$ cat config.mk
export PLATFORM = sky130hd
export DESIGN_NAME = velocity_setpoint_slew_slip_clamp
export DESIGN_NICKNAME = d
export VERILOG_FILES = /design/src/vssc_pkg.sv /design/src/vssc_cfg.sv /design/src/vssc_core.sv /design/src/velocity_setpoint_slew_slip_clamp.sv
export SDC_FILE = /design/constraint.sdc
export NUM_CORES = 1
export LEC_CHECK = 0
export ABC_AREA = 1
export BUFFER_PORTS_ARGS = -buffer_cell sky130_fd_sc_hd__buf_4
export CAP_MARGIN = 20
export CORE_MARGIN = 2
export CORE_UTILIZATION = 55
export CTS_CLUSTER_DIAMETER = 150
export DETAILED_ROUTE_END_ITERATION = 12
export PLACE_DENSITY = 0.7
export SKIP_LAST_GASP = 1
export SYNTH_ARGS = -nofsm -noshare
export SYNTH_HDL_FRONTEND = slang
export SYNTH_SLANG_ARGS = --single-unit
$ cat constraint.sdc
create_clock -name clk -period 14.7 [get_ports clk]
set_input_delay 1.47 -clock clk [delete_from_list [all_inputs] [get_ports clk]]
set_output_delay 1.47 -clock clk [all_outputs]
set_load 0.05 [all_outputs]
$ cat src/vssc_pkg.sv
// ----------------------------------------------------------------------------
// vssc_pkg
// Types, register codes and helpers shared by the velocity setpoint shaper.
// ----------------------------------------------------------------------------
`default_nettype none

package vssc_pkg;

	localparam int CMD_LIMIT = 1000;
	localparam int CFG_IDX_W = 3;
	localparam int CFG_DATA_W = 16;

	// Register indexes of the configuration port
	typedef enum logic [CFG_IDX_W-1:0] {
		REG_RATE_UP       = 3'd0,
		REG_RATE_DOWN     = 3'd1,
		REG_GAP_ON        = 3'd2,
		REG_GAP_OFF       = 3'd3,
		REG_RELEASE_TICKS = 3'd4
	} cfg_reg_t;

	localparam logic [10:0] RATE_UP_RST       = 11'd10;
	localparam logic [10:0] RATE_DOWN_RST     = 11'd10;
	localparam logic [14:0] GAP_ON_RST        = 15'd200;
	localparam logic [14:0] GAP_OFF_RST       = 15'd100;
	localparam logic [15:0] RELEASE_TICKS_RST = 16'd50;

	typedef struct packed {
		logic signed [15:0] intent;
		logic signed [15:0] measured;
	} tick_t;

	typedef struct packed {
		logic signed [10:0] setpoint_out;
		logic signed [11:0] accel_out;
		logic               clamp_flag;
	} shape_t;

	typedef struct packed {
		logic [10:0] rate_up;
		logic [10:0] rate_down;
		logic [14:0] gap_on;
		logic [14:0] gap_off;
		logic [15:0] release_ticks;
	} cfg_t;

	typedef struct packed {
		logic signed [10:0] held_setpoint;
		logic               clamp_on;
		logic [15:0]        release_count;
	} state_t;

	// Saturate a wide signed value to the command range
	function automatic logic signed [10:0] limit_cmd(input logic signed [17:0] v);
		logic signed [17:0] hi;
		logic signed [17:0] lo;
		hi = 18'(CMD_LIMIT);
		lo = -18'(CMD_LIMIT);
		if (v > hi) begin
			return 11'(CMD_LIMIT);
		end else if (v < lo) begin
			return -11'(CMD_LIMIT);
		end else begin
			return v[10:0];
		end
	endfunction

endpackage

`default_nettype wire

$ cat src/vssc_cfg.sv
// ----------------------------------------------------------------------------
// vssc_cfg
// Configuration register file, write only.
// ----------------------------------------------------------------------------
`default_nettype none

module vssc_cfg
	import vssc_pkg::*;
(
	input  wire logic                  clk,
	input  wire logic                  arst_n,
	input  wire logic                  cfg_we,
	input  wire logic [CFG_IDX_W-1:0]  cfg_index,
	input  wire logic [CFG_DATA_W-1:0] cfg_wdata,
	output cfg_t                       cfg
);

	cfg_t cfg_q;

	always_ff @(posedge clk or negedge arst_n) begin
		if (!arst_n) begin
			cfg_q.rate_up       <= RATE_UP_RST;
			cfg_q.rate_down     <= RATE_DOWN_RST;
			cfg_q.gap_on        <= GAP_ON_RST;
			cfg_q.gap_off       <= GAP_OFF_RST;
			cfg_q.release_ticks <= RELEASE_TICKS_RST;
		end else if (cfg_we) begin
			unique case (cfg_index)
				REG_RATE_UP:       cfg_q.rate_up       <= cfg_wdata[10:0];
				REG_RATE_DOWN:     cfg_q.rate_down     <= cfg_wdata[10:0];
				REG_GAP_ON:        cfg_q.gap_on        <= cfg_wdata[14:0];
				REG_GAP_OFF:       cfg_q.gap_off       <= cfg_wdata[14:0];
				REG_RELEASE_TICKS: cfg_q.release_ticks <= cfg_wdata;
				default: ; // drop writes beyond the register list
			endcase
		end
	end

	assign cfg = cfg_q;

endmodule

`default_nettype wire

$ cat src/vssc_core.sv
// ----------------------------------------------------------------------------
// vssc_core
// One tick of slew limiting, slip gap hysteresis and slip clamp.
// ----------------------------------------------------------------------------
`default_nettype none

module vssc_core
	import vssc_pkg::*;
(
	input  wire cfg_t   cfg,
	input  wire state_t cur,
	input  wire tick_t  tick,
	output state_t      nxt,
	output shape_t      shape
);

	logic signed [10:0] target;
	logic signed [10:0] prev;
	logic signed [11:0] delta;
	logic signed [11:0] neg_delta;
	logic [10:0]        step_up;
	logic [10:0]        step_dn;
	logic signed [10:0] slewed;
	logic signed [15:0] gap;
	logic [15:0]        mag;
	logic [15:0]        cnt_inc;
	logic [15:0]        cnt_sat;
	logic [14:0]        lim;
	logic signed [16:0] neg_lim;
	logic signed [17:0] meas_hi;
	logic signed [17:0] meas_lo;
	logic               flag;
	logic [15:0]        count;
	logic signed [10:0] final_sp;

	assign target  = limit_cmd({{2{tick.intent[15]}}, tick.intent});
	assign prev    = cur.held_setpoint;
	assign delta   = {target[10], target} - {prev[10], prev};
	assign neg_delta = -delta;
	assign step_up = (cfg.rate_up == '0) ? 11'd1 : cfg.rate_up;
	assign step_dn = (cfg.rate_down == '0) ? 11'd1 : cfg.rate_down;

	// Slew: move toward target by at most one step
	always_comb begin
		slewed = prev;
		if (!delta[11] && delta != '0) begin
			if ($signed({delta[11], delta}) > $signed({2'b00, step_up})) begin
				slewed = 11'({prev[10], prev} + {1'b0, step_up});
			end else begin
				slewed = target;
			end
		end else if (delta[11]) begin
			if ($signed({neg_delta[11], neg_delta}) > $signed({2'b00, step_dn})) begin
				slewed = 11'({prev[10], prev} - {1'b0, step_dn});
			end else begin
				slewed = target;
			end
		end
	end

	assign gap = {{5{slewed[10]}}, slewed} - tick.measured;
	assign mag = gap[15] ? (~gap + 16'd1) : gap;

	assign cnt_inc = cur.release_count + 16'd1;
	assign cnt_sat = (cnt_inc > cfg.release_ticks) ? cfg.release_ticks : cnt_inc;

	// Hysteresis flag and release counter
	always_comb begin
		flag  = cur.clamp_on;
		count = cur.release_count;
		if (!cur.clamp_on) begin
			if (mag > {1'b0, cfg.gap_on}) begin
				flag  = 1'b1;
				count = '0;
			end
		end else if (mag <= {1'b0, cfg.gap_off}) begin
			count = cnt_sat;
			if (cnt_sat >= cfg.release_ticks) begin
				flag  = 1'b0;
				count = '0;
			end
		end else begin
			count = '0;
		end
	end

	assign lim     = (cfg.gap_on > cfg.gap_off) ? cfg.gap_on : cfg.gap_off;
	assign neg_lim = -$signed({2'b00, lim});
	assign meas_hi = {{2{tick.measured[15]}}, tick.measured} + {3'b000, lim};
	assign meas_lo = {{2{tick.measured[15]}}, tick.measured} - {3'b000, lim};

	// Slip clamp: keep setpoint within the band around measured
	always_comb begin
		final_sp = slewed;
		if (flag) begin
			if (gap > $signed({1'b0, lim})) begin
				final_sp = limit_cmd(meas_hi);
			end else if ($signed({gap[15], gap}) < neg_lim) begin
				final_sp = limit_cmd(meas_lo);
			end
		end
	end

	assign nxt.held_setpoint = final_sp;
	assign nxt.clamp_on      = flag;
	assign nxt.release_count = count;

	assign shape.setpoint_out = final_sp;
	assign shape.accel_out    = {final_sp[10], final_sp} - {prev[10], prev};
	assign shape.clamp_flag   = flag;

endmodule

`default_nettype wire

$ cat src/velocity_setpoint_slew_slip_clamp.sv
// ----------------------------------------------------------------------------
// velocity_setpoint_slew_slip_clamp
// Velocity setpoint shaper: slew limiter with a hysteresis slip clamp.
// ----------------------------------------------------------------------------
// Each item on the tick channel carries a velocity intent and a measured
// velocity; each yields exactly one item on the shape channel with the new
// setpoint, its change and the clamp flag. An item is taken into an input
// register, worked by combinational logic against the held state, and
// placed in the result register, so the block takes one item per clock
// while the shape channel does not stall. The state update of one item
// feeds the next directly, which lets the block keep that rate.
// Configuration registers may be written only while no item is in flight.
`default_nettype none

module velocity_setpoint_slew_slip_clamp
	import vssc_pkg::*;
(
	input  wire logic                  clk,
	input  wire logic                  arst_n,
	input  wire logic                  tick_valid,
	output logic                       tick_stall,
	input  wire tick_t                 tick_data,
	output logic                       shape_valid,
	input  wire logic                  shape_stall,
	output shape_t                     shape_data,
	input  wire logic                  cfg_we,
	input  wire logic [CFG_IDX_W-1:0]  cfg_index,
	input  wire logic [CFG_DATA_W-1:0] cfg_wdata
);

	cfg_t   cfg;
	tick_t  tick_s1;
	logic   valid_s1;
	shape_t shape_s2;
	logic   valid_s2;
	state_t state_q;
	state_t state_nxt;
	shape_t shape_nxt;
	logic   out_free;
	logic   adv_s1;
	logic   take;

	vssc_cfg u_cfg (
		.clk       (clk),
		.arst_n    (arst_n),
		.cfg_we    (cfg_we),
		.cfg_index (cfg_index),
		.cfg_wdata (cfg_wdata),
		.cfg       (cfg)
	);

	vssc_core u_core (
		.cfg   (cfg),
		.cur   (state_q),
		.tick  (tick_s1),
		.nxt   (state_nxt),
		.shape (shape_nxt)
	);

	assign out_free   = !valid_s2 || !shape_stall;
	assign adv_s1     = valid_s1 && out_free;
	assign tick_stall = valid_s1 && !out_free;
	assign take       = tick_valid && !tick_stall;

	always_ff @(posedge clk or negedge arst_n) begin
		if (!arst_n) begin
			valid_s1 <= 1'b0;
			valid_s2 <= 1'b0;
			state_q  <= '0;
		end else begin
			if (take) begin
				valid_s1 <= 1'b1;
			end else if (adv_s1) begin
				valid_s1 <= 1'b0;
			end
			if (adv_s1) begin
				valid_s2 <= 1'b1;
				state_q  <= state_nxt;
			end else if (out_free) begin
				valid_s2 <= 1'b0;
			end
		end
	end

	always_ff @(posedge clk) begin
		if (take) begin
			tick_s1 <= tick_data;
		end
		if (adv_s1) begin
			shape_s2 <= shape_nxt;
		end
	end

	assign shape_valid = valid_s2;
	assign shape_data  = shape_s2;

	// Held state mirrors the last result shown
	a_held_matches_out: assert property (@(posedge clk) disable iff (!arst_n)
		valid_s2 |-> (state_q.held_setpoint == shape_s2.setpoint_out &&
			state_q.clamp_on == shape_s2.clamp_flag))
		else $error("held state differs from result register");

	a_setpoint_range: assert property (@(posedge clk) disable iff (!arst_n)
		valid_s2 |-> (shape_s2.setpoint_out <= 11'sd1000 &&
			shape_s2.setpoint_out >= -11'sd1000))
		else $error("setpoint out of command range");

	a_stall_needs_item: assert property (@(posedge clk) disable iff (!arst_n)
		tick_stall |-> (valid_s1 && valid_s2))
		else $error("input stalled with free pipeline");

	a_state_only_on_advance: assert property (@(posedge clk) disable iff (!arst_n)
		!adv_s1 |=> $stable(state_q))
		else $error("state changed without an item");

endmodule

`default_nettype wire

# ---- Yosys cells after proc, flatten, opt, wreduce, memory -nomap -nowiden
# Index checks and enable logic that the tools add are counted.
dict set report totals {
  output_inout_bits 26
  regBits 154
  inputBits 56
  word_cells 99
}
dict set report op_classes {
  eq_ne 4
  reduce_logical 23
  n_bitwise 1
  add_sub_neg 11
  muxes 30
  order_cmp 15
}
# cell n
set ops {}
lappend ops {{$mux 11} 15}
lappend ops {{$mux 16} 6}
lappend ops {{$gt 18x11->1 const B} 2}
lappend ops {{$lt 18x11->1 const B} 2}
lappend ops {{$add 16x1->16 const B} 2}
lappend ops {{$gt 16x16->1} 2}
lappend ops {{$gt 12x12->1} 2}
lappend ops {{$sub 11x11->12} 2}
lappend ops {{$logic_not 11->1} 2}
lappend ops {{$add 16x16->17} 1}
lappend ops {{$lt 16x17->1} 1}
lappend ops {{$neg 15->17} 1}
lappend ops {{$sub 16x16->17} 1}
lappend ops {{$ge 16x16->1} 1}
lappend ops {{$gt 16x11->1 const B} 1}
lappend ops {{$gt 16x15->1} 1}
lappend ops {{$le 16x15->1} 1}
lappend ops {{$lt 16x11->1 const B} 1}
lappend ops {{$not 16->16} 1}
lappend ops {{$sub 16x16->16} 1}
lappend ops {{$gt 15x15->1} 1}
lappend ops {{$mux 15} 1}
lappend ops {{$neg 12->12} 1}
lappend ops {{$reduce_and 2->1} 6}
lappend ops {{12 further kinds} 29}

# ---- Longest topological paths before layout
# Gate-level depths: netlist (run 1).
dict set report depth {
  depth_word 18
  ltp_mapped 85
  depth_no_buf 84
}

# ---- Hierarchy
# A second synthesis (run 1) with hierarchy kept.
dict set report unflattened {
  hier_cells 2386
  area_unflattened_um2 16717.3
}
# module seq_area_each_um2 n_inst cells_each area_each_um2
set by_module_without_submodules {}
lappend by_module_without_submodules {vssc_core 0.0 1 1890 11081.9}
lappend by_module_without_submodules {velocity_setpoint_slew_slip_clamp 2432.3 1 189 2886.5}
lappend by_module_without_submodules {vssc_cfg 1717.9 1 307 2748.9}

# ---- Worst setup path after synthesis (run 1)
# Ideal clock, no wire load.
dict set report synth_path {
  kind {register to register}
  start {register tick_s1[28] (netlist name)}
  end {register shape_s2, in the netlist shape_data[11], data pin}
  path_stages_with_launch 77
  t_arrival_ps 9714
  synth_period_minus_slack_ps 9979
  setup_slack_ps 4721
  n_path_buf 2
  cell_sequence {edfxtp_1 -> or2_2 -> nor4_1 -> nand2_1 -> nand2_1 -> inv_1 -> nor3_1 -> inv_1 -> ha_1 -> inv_1 -> fa_1 -> inv_1 -> nand2_1 -> nor2_2 -> nand3_2 -> nor2_4 -> nand3_4 -> nor2_4 -> (+41 left out) -> nand3_2 -> nand2_2 -> buf_6 -> nor2_1 -> nand2_1 -> nand2_1 -> ha_1 -> inv_1 -> fa_1 -> nand3_1 -> nand2_1 -> a21oi_1 -> inv_1 -> a21oi_1 -> o21ai_0 -> a21oi_1 -> o21ai_0 -> xor2_1}
}
# item line_no
set synth_lines {}
lappend synth_lines {{start, declared} velocity_setpoint_slew_slip_clamp.sv:32} ;# tick_t tick_s1;
lappend synth_lines {{start signal, assigned} velocity_setpoint_slew_slip_clamp.sv:87} ;# tick_s1 <= tick_data;
lappend synth_lines {{end signal, assigned} velocity_setpoint_slew_slip_clamp.sv:90} ;# shape_s2 <= shape_nxt;
lappend synth_lines {{end, declared} velocity_setpoint_slew_slip_clamp.sv:34} ;# shape_t shape_s2;

==> results of run 1 <==
==> per-layer routing <==
metal / part of all wire [%] / GRT usage, % / wire length [um] / vias to the layer above
met3: 4.8 / 4.07 / 2130 / 72
met4: 2.8 / 9.77 / 1260 / 0
met2: 46 / 48.8 / 20400 / 408
met5: 0 / 0 / 0 / -
met1: 47 / 40.9 / 20800 / 6891
li1: - / - / - / 7454
==> cells in the final DEF (no fill, tap or decap), types with 4 or more instances in the layout <==
cell         n
nand2_1    527
inv_1      373
ha_1       221
a21oi_1    163
o21ai_0    153
nor2_1     136
nand3_1    117
xor2_1      86
dfrtp_1     85
buf_4       84
edfxtp_1    56
nor3_1      36
nand4_1     29
nand2_2     18
clkbuf_16   18
xnor2_1     17
dfstp_2     13
nor4_1      12
a21o_1      10
o22ai_2     10
nand3_2      9
o211ai_1     9
nor2_2       8
inv_2        7
o21bai_1     7
fa_1         7
o21a_1       6
o21ai_1      6
o22ai_1      6
nor2_4       5
nand2_4      5
inv_6        5
o221ai_1     4
a211oi_1     4
a31oi_1      4
inv_8        4
==> through the flow <==
stage	setup WS, ns	cells	utilization (%)	hold slack [ns]
6_report	2.63	2690	61.0	0.485
5_1_grt	1.63	2690	61.0	0.504
4_1_cts	2.90	2689	60.9	0.491
3_5_place_dp	2.96	2657	58.8	0.474
3_3_place_gp	3.37	2657	58.8	0.468
2_1_floorplan	4.72	2238	-	0.434
==> worst min path at each step <==
stage	to	slack [ns]
after floorplan	shape_valid	0.43
after global placement	u_cfg.cfg[7]	0.47
after detailed placement	u_cfg.cfg[12]	0.47
after CTS	u_cfg.cfg[12]	0.49
after global routing	u_cfg.cfg[13]	0.50
final	u_cfg.cfg[12]	0.49
==> critical path: cells and delay by family (launching register included) <==
| kind | cells | cell delay, ns |
|---|---|---|
| AND/OR/NAND/NOR | 31 | 4.73 |
| flip-flops | 1 | 0.38 |
| AO/OA/AOI/OAI | 19 | 2.90 |
| adder cells (fa/ha/maj) | 7 | 2.26 |
| buffers and inverters | 9 | 0.86 |
| XOR/XNOR | 3 | 0.58 |
==> registers in the layout, indices dropped and copies added, names as in the netlist <==
name         cells
shape_valid      1
valid_s1         1
state_q         28
shape_data      24
u_cfg.cfg       68
tick_s1         32
==> cells by family after synthesis <==
family / Yosys count / synth area share [%]
buffers and inverters: 431 / 10.5
adders and majority gates: 228 / 18.2
xor gates and xnor gates: 103 / 5.65
AOI/OAI and AO/OA: 403 / 14.4
and+or+nand+nor: 919 / 25.2
DFF: 154 / 26.0
==> final cells by class <==
cell class | count | area, um^2
Clock buffer | 18 | 450
Fill cell | 2684 | 11200
Sequential cell | 154 | 4150
Timing Repair Buffer | 85 | 646
Tap cell | 384 | 480
Multi-Input combinational cell | 1653 | 10100
Inverter | 382 | 1430
Clock inverter | 14 | 144
==> run_results.csv, run 1 <==
group,metric,value,unit
timing,timing.slew.headroom,29.6,%
critical_path,timing.critical_path.required,14.89,ns
clock_network,clk_root_buffer_cell,"clkbuf_16",
route,routed_wire_length_per_instance,16.6,um
critical_path,crit-reg2reg-launch,"tick_s1[28]",
critical_path,setup.worst_path.end,"shape_data[11]",
synthesis,syn_area_per_cell,7.13,um^2
clock_network,cts_setup_buffers,0,
global_routing,grt_pass1_vias,14100,
route,route.vias.total,14800,
critical_path,worstSetupStartpoint,"tick_s1[28]",
clock_network,tritoncts,"built",
floorplan,die_ht,174,um
timing,timing.final.max_slew_violations,0,
clock_network,ctsHtreeMaxLevel,4,
placed_design,routabilityCongestion,0.987,
route,postRouteWirelength,44.5,mm
synthesis,synthTopCellsByArea,"ha_1, dfrtp_1, nand2_1",
cells_and_area,synthToLayoutAreaGrowth,9.28,%
critical_path,register_to_register_path_setup_slack,2.63,ns
floorplan,starting_utilization_of_the_core_area,55.8,%
hold_path,instance_count_along_the_most_critical_hold_path,2,
cells_and_area,final_cell_area,17400,um^2
global_routing,gr-total-overflow,0,
synthesis,synth-edff-count,56,
global_routing,grt_first_pass_wirelength,72.3,mm
timing,fin_crit,12.07,ns
critical_path,startpoint_type,"flop",
critical_path,path_class,"flop to flop",
cells_and_area,post_route_cells_drive_above_1_share,8.93,%
global_routing,antenna_violations_before_repair,0,
clock_network,post_cts_resized,0,
synthesis,post_synth_inst_count,2238,
cells_and_area,antennaDiodeCount,0,
timing,timing.final.hold_violations,0,
timing,final_min_period_over_clock_period,82.1,%
hold_path,holdCritStartpoint,"u_cfg.cfg[12]",
clock_network,ctsLongestPathBuffers,2,
critical_path,rr_worst_depth,69,
placed_design,placement.cell_area,16800,um^2
global_routing,pin_count_of_the_biggest_net_entering_global_routing,75,
floorplan,core_region_area,28600,um^2
synthesis,ys_dominant_reg_cell,"dfrtp_1",
global_routing,globalRouteTotalUtil,29.9,%
clock_network,cts_made_buffers,17,
clock_network,path_clk_slew,0.08,ns
route,drcViolationCount,0,
synthesis,asyncSetResetFlopFracSynth,63.6,%
critical_path,crit_fanout,22,
synthesis,synth_cell_type_count,60,
timing,finalSetupTns,0,ns
placed_design,placement.io_buffers,81,
placed_design,hpwl,36.4,mm
route,drt_iter0_markers,980,
synthesis,yosys_warnings,0,
floorplan,core.rowCount,62,
synthesis,synth_top_area_share,17.3,%
critical_path,cp_slowest_cell,"nor3_1",
route,dr.pass1.iters,8,
synthesis,ys_ff_latch,154,
clock_network,clock_sink_count,154,
critical_path,crit_path_max_incr_delay,0.66,ns
timing,final-setup-viol-count,0,
synthesis,synth_largest_area_cell,"ha_1",
clock_network,cts-hold-fix-buffers,0,
timing,timing_worst_slew_pin_value,1.05,ns
floorplan,die-area,30400,um^2
critical_path,worst_setup_path_end_kind,"flop",
flow_run,max_cap_viol_count,0,
hold_path,timing.hold.worst.class,"flop to flop",
critical_path,worst_path_most_repeated_cell,"nand2_1",
clock_network,clock_latency,0.46,ns
timing,max_freq,82.8,MHz
synthesis,mappedNetlistArea,16000,um^2
synthesis,synth.most_common_cell,"nand2_1",
synthesis,synth_top_cells_by_count,"nand2_1, inv_1, ha_1",
cells_and_area,fin_nets,2577,
status,status,"finished clean",
route,routed_via_density,5.51,
synthesis,synth_seq_area_share,26.0,%
critical_path,r2r-end,"shape_data[11]",
timing,unrepaired_setup_endpoints_after_global_routing,"no",
floorplan,dieWidth,174,um
critical_path,critical_path_arrival,12.27,ns
floorplan,floorplan.io_pins,82,
timing,finClkSkew,0.0145,ns
route,detail-route-antenna-nets,0,
synthesis,syn-num-nets,2522,
Power of run 1 is not shown: default switching activity piles up to over one toggle a cycle in this logic, so the estimate is an artifact.
==> run 2: changes to the inputs <==
Settings changed: PLACE_DENSITY 0.7 to 0.73.
Clock period 14.7 ns to 10.3 ns, I/O delays scaled along.
==> run_results.csv, run 2 (synthesis results as in run 1) <==
group,metric,value,unit
status,status,"complete, but fails checks",
status,failed_checks,"setup timing",
critical_path,path_class,"flop to flop",
cells_and_area,synthToLayoutAreaGrowth,19.7,%
floorplan,dieWidth,174,um
route,routed_via_density,5.47,
global_routing,grt_first_pass_wirelength,72.7,mm
flow_run,max_cap_viol_count,0,
placed_design,hpwl,36.5,mm
cells_and_area,layout.cells.most_common,"nand2_1",
floorplan,starting_utilization_of_the_core_area,55.8,%
floorplan,die-area,30400,um^2
timing,timing_worst_slew_pin_value,0.895,ns
clock_network,cts-hold-fix-buffers,0,
critical_path,worst_setup_path_end_kind,"flop",
placed_design,placement.cell_area,17700,um^2
timing,unrepaired_setup_endpoints_after_global_routing,"yes",
timing,timing.final.hold_violations,0,
critical_path,critical_path_arrival,10.61,ns
timing,timing.slew.headroom,40.2,%
critical_path,cp_slowest_cell,"fa_2",
critical_path,startpoint_type,"flop",
cells_and_area,final_core_util,66.7,%
clock_network,clock_latency,0.47,ns
global_routing,antenna_violations_before_repair,0,
clock_network,clk_root_buffer_cell,"clkbuf_16",
timing,final-setup-viol-count,3,
critical_path,crit_path_max_incr_delay,0.45,ns
cells_and_area,fin_nets,2714,
timing,max_freq,96.1,MHz
timing,holdWs,0.488,ns
clock_network,tritoncts,"built",
clock_network,cts_made_buffers,17,
clock_network,ctsHtreeMaxLevel,4,
placed_design,routabilityCongestion,1.05,
clock_network,ctsLongestPathBuffers,2,
route,drt_iter0_markers,1268,
global_routing,globalRouteTotalUtil,30.0,%
floorplan,floorplan.io_pins,82,
route,detail-route-antenna-nets,0,
clock_network,clock_sink_count,154,
route,postRouteWirelength,46.5,mm
floorplan,core.rowCount,62,
cells_and_area,final_cell_area,19100,um^2
route,route.vias.total,15500,
route,drcViolationCount,0,
cells_and_area,most-common-layout-cells,"nand2_1, inv_1, buf_4, ha_1, a21oi_1",
cells_and_area,antennaDiodeCount,0,
hold_path,timing.hold.worst.class,"flop to flop",
critical_path,timing.critical_path.required,10.51,ns
critical_path,worst_path_most_repeated_cell,"nand2_2",
floorplan,core_region_area,28600,um^2
cells_and_area,largest_register_ff_count,68,
route,dr.pass1.iters,5,
timing,final_min_period_over_clock_period,101,%
floorplan,die_ht,174,um
placed_design,placement.io_buffers,81,
timing,fin_crit,10.40,ns
timing,timing.final.max_slew_violations,0,
timing,finClkSkew,0.0159,ns
timing,layout_setup_ws,-0.105,ns
global_routing,gr-total-overflow,0,
global_routing,pin_count_of_the_biggest_net_entering_global_routing,54,
global_routing,grt_pass1_vias,14400,
route,routed_wire_length_per_instance,16.5,um
clock_network,path_clk_slew,0.07,ns
critical_path,crit_fanout,7,
cells_and_area,post_route_cells_drive_above_1_share,18.6,%
==> run 2: path summary, 6_finish.rpt <==
path | cells past startpoint | slack, ns | startpoint | end
min in group asynchronous | 1 | 0.55 | arst_n | u_cfg.cfg[50]
max in group asynchronous | 2 | 8.62 | arst_n | u_cfg.cfg[29]
max | 70 | -0.10 | tick_s1[29] | shape_data[11]
min reg2reg | 2 | 0.49 | u_cfg.cfg[8] | u_cfg.cfg[8]
min | 2 | 0.49 | u_cfg.cfg[8] | u_cfg.cfg[8]
max reg2reg | 70 | -0.10 | tick_s1[29] | shape_data[11]
==> run 2: timing repair <==
action                     in CTS  in global routing
resized for setup              20                142
gates cloned                    1                  1
setup buffers                   2                 18
setup endpoints to repair       6                 11
pin swaps                       9                 88
==> run 2: layout make-up <==
type,instances,area (um^2)
Clock inverter,13,124
Tap cell,384,480
Multi-Input combinational cell,1654,10700
Fill cell,2479,9520
Timing Repair Buffer,221,1710
Inverter,382,1440
Sequential cell,154,4150
Clock buffer,19,464
==> run 2: critical path: cells and delay by family, from the launching register on <==
kind	cells	cell delay, ns
buf+inv	15	1.51
simple gates	34	4.20
xor+xnor	4	0.68
fa+ha+maj	6	1.89
flops	1	0.40
compound gates	11	1.41
==> run 2: stage by stage <==
step / setup slack [ns] / std cells / setup TNS (ns)
final: -0.105 / 2827 / -0.151
after global routing: -0.709 / 2827 / -3.55
after CTS: 0.00359 / 2806 / 0
after detailed placement: -0.379 / 2771 / -1.39
after global placement: -0.102 / 2771 / -0.286
after floorplan: 0.321 / 2238 / 0
==> run 2: per-layer routing <==
| metal | global-route usage, % | up-vias | wire [um] |
|---|---|---|---|
| met3 | 4.66 | 81 | 2580 |
| met1 | 39.2 | 7148 | 20600 |
| met4 | 10.2 | 0 | 1330 |
| met2 | 50.5 | 506 | 22000 |
| li1 | - | 7737 | - |
| met5 | 0 | - | 0 |
Power of run 2 is left out for the same reason.
